### config.mk
export PLATFORM = sky130hd
export DESIGN_NAME = rslh_hist
export DESIGN_NICKNAME = d
export VERILOG_FILES = /design/src/rtl/rslh_pkg.sv /design/src/rtl/rslh_hist.sv
export SDC_FILE = /design/constraint.sdc
export NUM_CORES = 2
export LEC_CHECK = 0
export ABC_AREA = 1
export BUFFER_PORTS_ARGS = -buffer_cell sky130_fd_sc_hd__buf_2
export CAP_MARGIN = 25
export CORE_MARGIN = 5
export CORE_UTILIZATION = 45
export CTS_BUF_LIST = sky130_fd_sc_hd__clkbuf_4
export DETAILED_ROUTE_END_ITERATION = 6
export GPL_TIMING_DRIVEN = 0
export PLACE_DENSITY_LB_ADDON = 0.2
export SYNTH_ARGS = -nofsm -noshare
export SYNTH_HDL_FRONTEND = slang
export SYNTH_SLANG_ARGS = --single-unit
### constraint.sdc
create_clock -name aclk -period 4.5 [get_ports aclk]
set_input_delay 0 -clock aclk [delete_from_list [all_inputs] [get_ports aclk]]
set_output_delay 0 -clock aclk [all_outputs]
set_load 0.01 [all_outputs]
### src/rtl/rslh_pkg.sv
// ----------------------------------------------------------------------------
// rslh_pkg: shared types and constants for the running statistics monitor
// Holds the request codes, field widths and the histogram control word.
// ----------------------------------------------------------------------------
`default_nettype none

package rslh_pkg;

    localparam int NUM_BINS_DEF = 16;
    localparam int VAL_W        = 64;
    localparam int SEL_W        = 4;
    // highest-set-bit position plus one: 0..64
    localparam int POS_W        = 7;

    typedef enum logic {
        REQ_ADD  = 1'b0,
        REQ_READ = 1'b1
    } req_t;

    // histogram update/read for one item
    typedef struct packed {
        logic             upd;
        logic [POS_W-1:0] pos;
        logic [SEL_W-1:0] sel;
    } hist_ctrl_t;

    // 0 for zero, else index of the highest set bit plus one
    function automatic logic [POS_W-1:0] bit_pos(input logic [VAL_W-1:0] v);
        logic [POS_W-1:0] p;
        p = '0;
        for (int i = 0; i < VAL_W; i++) begin
            if (v[i]) begin
                p = POS_W'(i + 1);
            end
        end
        return p;
    endfunction

endpackage

`default_nettype wire

### src/rtl/rslh_hist.sv
// ----------------------------------------------------------------------------
// rslh_hist: log2 histogram counters
// One 64-bit counter per bin; increments the bin of a sample and returns
// the selected bin's count including this cycle's update.
// ----------------------------------------------------------------------------
`default_nettype none

module rslh_hist #(
    parameter int NUM_BINS = rslh_pkg::NUM_BINS_DEF
) (
    input  wire logic                       aclk,
    input  wire logic                       aresetn,
    input  wire rslh_pkg::hist_ctrl_t       ctrl,
    output logic [rslh_pkg::VAL_W-1:0]      bin_count
);
    import rslh_pkg::*;

    localparam logic [POS_W-1:0] LAST_BIN = POS_W'(NUM_BINS - 1);
    localparam logic [POS_W-1:0] BIN_LIM  = POS_W'(NUM_BINS);

    logic [VAL_W-1:0] cnt_reg [NUM_BINS];
    logic [POS_W-1:0] bin;
    logic [POS_W-1:0] sel;
    logic [VAL_W-1:0] rd;
    logic             hit;

    // large samples collapse into the last bin
    assign bin = (ctrl.pos >= LAST_BIN) ? LAST_BIN : ctrl.pos;
    assign sel = POS_W'(ctrl.sel);

    always_ff @(posedge aclk) begin
        for (int i = 0; i < NUM_BINS; i++) begin
            if (!aresetn) begin
                cnt_reg[i] <= '0;
            end else if (ctrl.upd && bin == POS_W'(i)) begin
                cnt_reg[i] <= cnt_reg[i] + VAL_W'(1);
            end
        end
    end

    always_comb begin
        rd = '0;
        for (int i = 0; i < NUM_BINS; i++) begin
            if (sel == POS_W'(i)) begin
                rd = cnt_reg[i];
            end
        end
        hit = ctrl.upd && (bin == sel);
        bin_count = (sel < BIN_LIM) ? (rd + VAL_W'(hit)) : '0;
    end

endmodule

`default_nettype wire

==> results.md <==
* Outcome: finished, violations left
* Failing checks: setup timing
* Top Layer Used: met5
* Die H at 403.5 microns
* Crit path largest cell delay at 570 ps
* Post-route cell area at 83,480 sq um
* Final period util at 1.214
* Total Routing Usage GR at 0.3237
* Synthesized Nets at 9,091
* Global route overflow at 0
* Initial antenna violation count at 15
* Fmax at 183.1 MHz
* Clock Sinks at 1,024
* # IOs at 78
* Share of cells above drive strength 1 at 0.1988
* Cell with the most instances after synthesis: nand2_1
* Max-Cap Viols at 0
* Yosys cell types at 66
* Core area at 154,000 sq um
* Tmin final at 5461 ps
* Vias at 71,110
* DR pass1 iterations at 7
* Worst vdd ir at 243.2 uV
* Post-synthesis compound-gate area fraction at 0.1454
* Number of flops mapped to enable cells by yosys at 1,024
* Max Clock Skew at 116.5 ps
* Pleak at 29.78 nW
* Post-synth top area cell: edfxtp_1
* Adder-cell share of the synthesized area at 0.003233
* Starting Density at 0.4522
* CTS tree: yes
* Post-Synthesis Cell Area at 69,660 sq um
* Critical path data required time at 4500 ps
* Clk buf depth at 4
* Met3 routed WL at 31.20 mm
* Wirelength, routed at 276.6 mm
* Vias in the first global route at 64,730
* Die area at 162,800 sq um
* Crit path arrival time at 5460 ps
* Critical path capture point type: output pin
* Cell Count, Final, Fillers Out at 11,910
* CP startpoint: ctrl[2]
* CTS clock-pin slew for the worst setup and hold paths at 70 ps
* M1 WL at 114.2 mm
* Average wire per standard cell at 23.21 microns
* Gpl congestion at 1.039
* Placed cell count at 11,200
* Syn_area_per_cell at 7.690 sq um
* CTS H-tree depth at 5
* Final WS setup at -961.4 ps
* Yosys top cell area share at 0.4414
* # DRC at 0
* Hold Vio Cnt, Final at 0
* Vias per inst at 5.969
* Die X at 403.5 microns
* CP startpoint kind: input pin
* Max reg flops at 1,024
* Crit Path Max Fanout at 10
* Main combinational cell family by area after synthesis: simple AND/OR/NAND/NOR gates
* Placed Area at 72,990 sq um
* Detailed placement HPWL at 211.8 mm
* CP max stage cell: nand2_1
* Post-Syn Instances at 9,059
* Nets at 9,694
* IO Port Bufs at 75
* First-pass GRT wire length at 403.5 mm
* DR WL met2 at 118.2 mm
* Cell family with most CP delay: simple AND/OR/NAND/NOR gates
* PwrDens at 281.5 nW/um^2
* Fin. max-slew vios at 0
* Area Overhead vs Synth at 19.84%
* Worst-Skew Late Latency at 1370 ps
* CP most frequent cell: buf_2
* #FFs+latches synth at 1,024
* Path type of the worst setup path: input pin to output pin
* Simple-gate area share of the yosys netlist at 0.3042
* XOR/XNOR share of the synthesized area at 0.01421
* Rows at 144
* Top area cells in the synthesized netlist: edfxtp_1, nand2_1, inv_1, a21oi_1, nor2_1
* Top FF cell, synth: edfxtp_1
* Hold Path Class: input pin to flop
* Buf/Inv on CP at 6
* Detailed router's first-iteration violation count at 9,151
* Clk root buf: clkbuf_4
* Setup Viol. Count Final at 59
* Synth warnings at 0
* Seq/Total Area, Yosys at 0.4414
* Tightest Pin Transition at 1222 ps
* Unrepaired setup endpoints after global routing: yes
* Multiplexer share of the synthesized area at 0
* R2R Path Start: cnt_reg[0][192]
* Slew headroom at 0.1852
* Total CTS buffers at 322
* Post-route ant nets at 0
* Hold Path Origin: ctrl[6]
* Pin count of the biggest net entering global routing at 65
* Crit path cell chain: buf_2 -> nor2_1 -> buf_2 -> nand2_1 -> buf_2 -> buf_2 -> o22ai_1 -> a221oi_2 -> o21ai_1 -> nor4_1 -> buf_2 -> nand4_1 -> nor3_4 -> o2111ai_1 -> nand3b_1 -> nand2_2 -> buf_6
* Commonest cells post-synth: nand2_1, inv_1, nor2_1
* Asr flop ratio synth at 0
-- routing by layer --
layer,global-route usage,vias up
met5,0,-
met4,0.1347,10
met3,0.07343,663
met2,0.4841,3844
met1,0.4531,33860
li1,-,32730
-- cell type report --
class / instances / area (sq um)
fillers: 14680 / 70570
multi-input cells: 6349 / 37760
flip-flops and latches: 1024 / 30750
inverters: 1467 / 5512
clock buffers: 456 / 3423
well taps: 2044 / 2557
repair buffers: 279 / 2266
plain buffers: 219 / 909.6
clock inverters: 66 / 281.5
diodes: 10 / 25.02
-- layout by cell type, fill, tap and decap left out, drive strengths merged, types with 60 or more instances in the layout --
cell type,instances
nand2,1655
clkinv,68
inv,1464
nor3,427
edfxtp,1024
a21oi,824
nor2,1295
buf,301
nand3,376
o21ai,507
xor2,81
clkbuf,635
nand4,400
a211oi,60
nor4,196
o22ai,69
-- per-stage QoR --
step | hold WS, ps | TNS (ps) | power [W] | utilization | setup WS, ps
floorplan | 382.5 | 0 | 0.01255 | - | 1083
CTS | 4.882 | -37490 | 0.02329 | 0.5270 | -754.8
finish | 118.0 | -34390 | 0.02350 | 0.5419 | -961.4
global route | 158.5 | -38110 | 0.02434 | 0.5418 | -791.9
global placement | 558.5 | -175070 | 0.01371 | 0.4713 | -3529
detailed placement | 571.7 | -90320 | 0.01372 | 0.4738 | -2302
-- cell families after synthesis --
kind of cell    after synthesis
compound gates             1777
simple gates               4441
buf+inv                    1686
flops                      1024
fa+ha+maj                    18
xor+xnor                    113
-- worst paths after layout --
| check | endpoint | slack, ps | cells past startpoint |
|---|---|---|---|
| worst max-delay path | bin_count[63] | -960 | 17 |
| worst min-delay path | cnt_reg[0][320] | 120 | 7 |
| worst max register to register | cnt_reg[0][253] | 200 | 21 |
| worst min register to register | cnt_reg[0][383] | 570 | 1 |
-- tightest hold or removal path, delay by kind of cell --
kind	cells	cell delay (ps)
buffers and inverters	3	860
and+or+nand+nor	4	350
-- report_power, final --
part	total, W	internal [W]	leakage (nW)	switching [W]
sequential	0.0113	0.0109	10.6	0.000467
combinational	0.00298	0.000843	16.9	0.00213
clock	0.00918	0.00466	2.24	0.00452
-- timing repair --
| action | in CTS | in global routing |
|---|---|---|
| setup buffers | 69 | 94 |
| hold buffers | 15 | 0 |
| endpoints found under the hold margin | 1578 | 0 |
| pin swaps | 135 | 148 |
| endpoints found under the setup margin | 63 | 126 |
| gates resized for setup | 864 | 389 |
(Power assumes the default switching activity.)
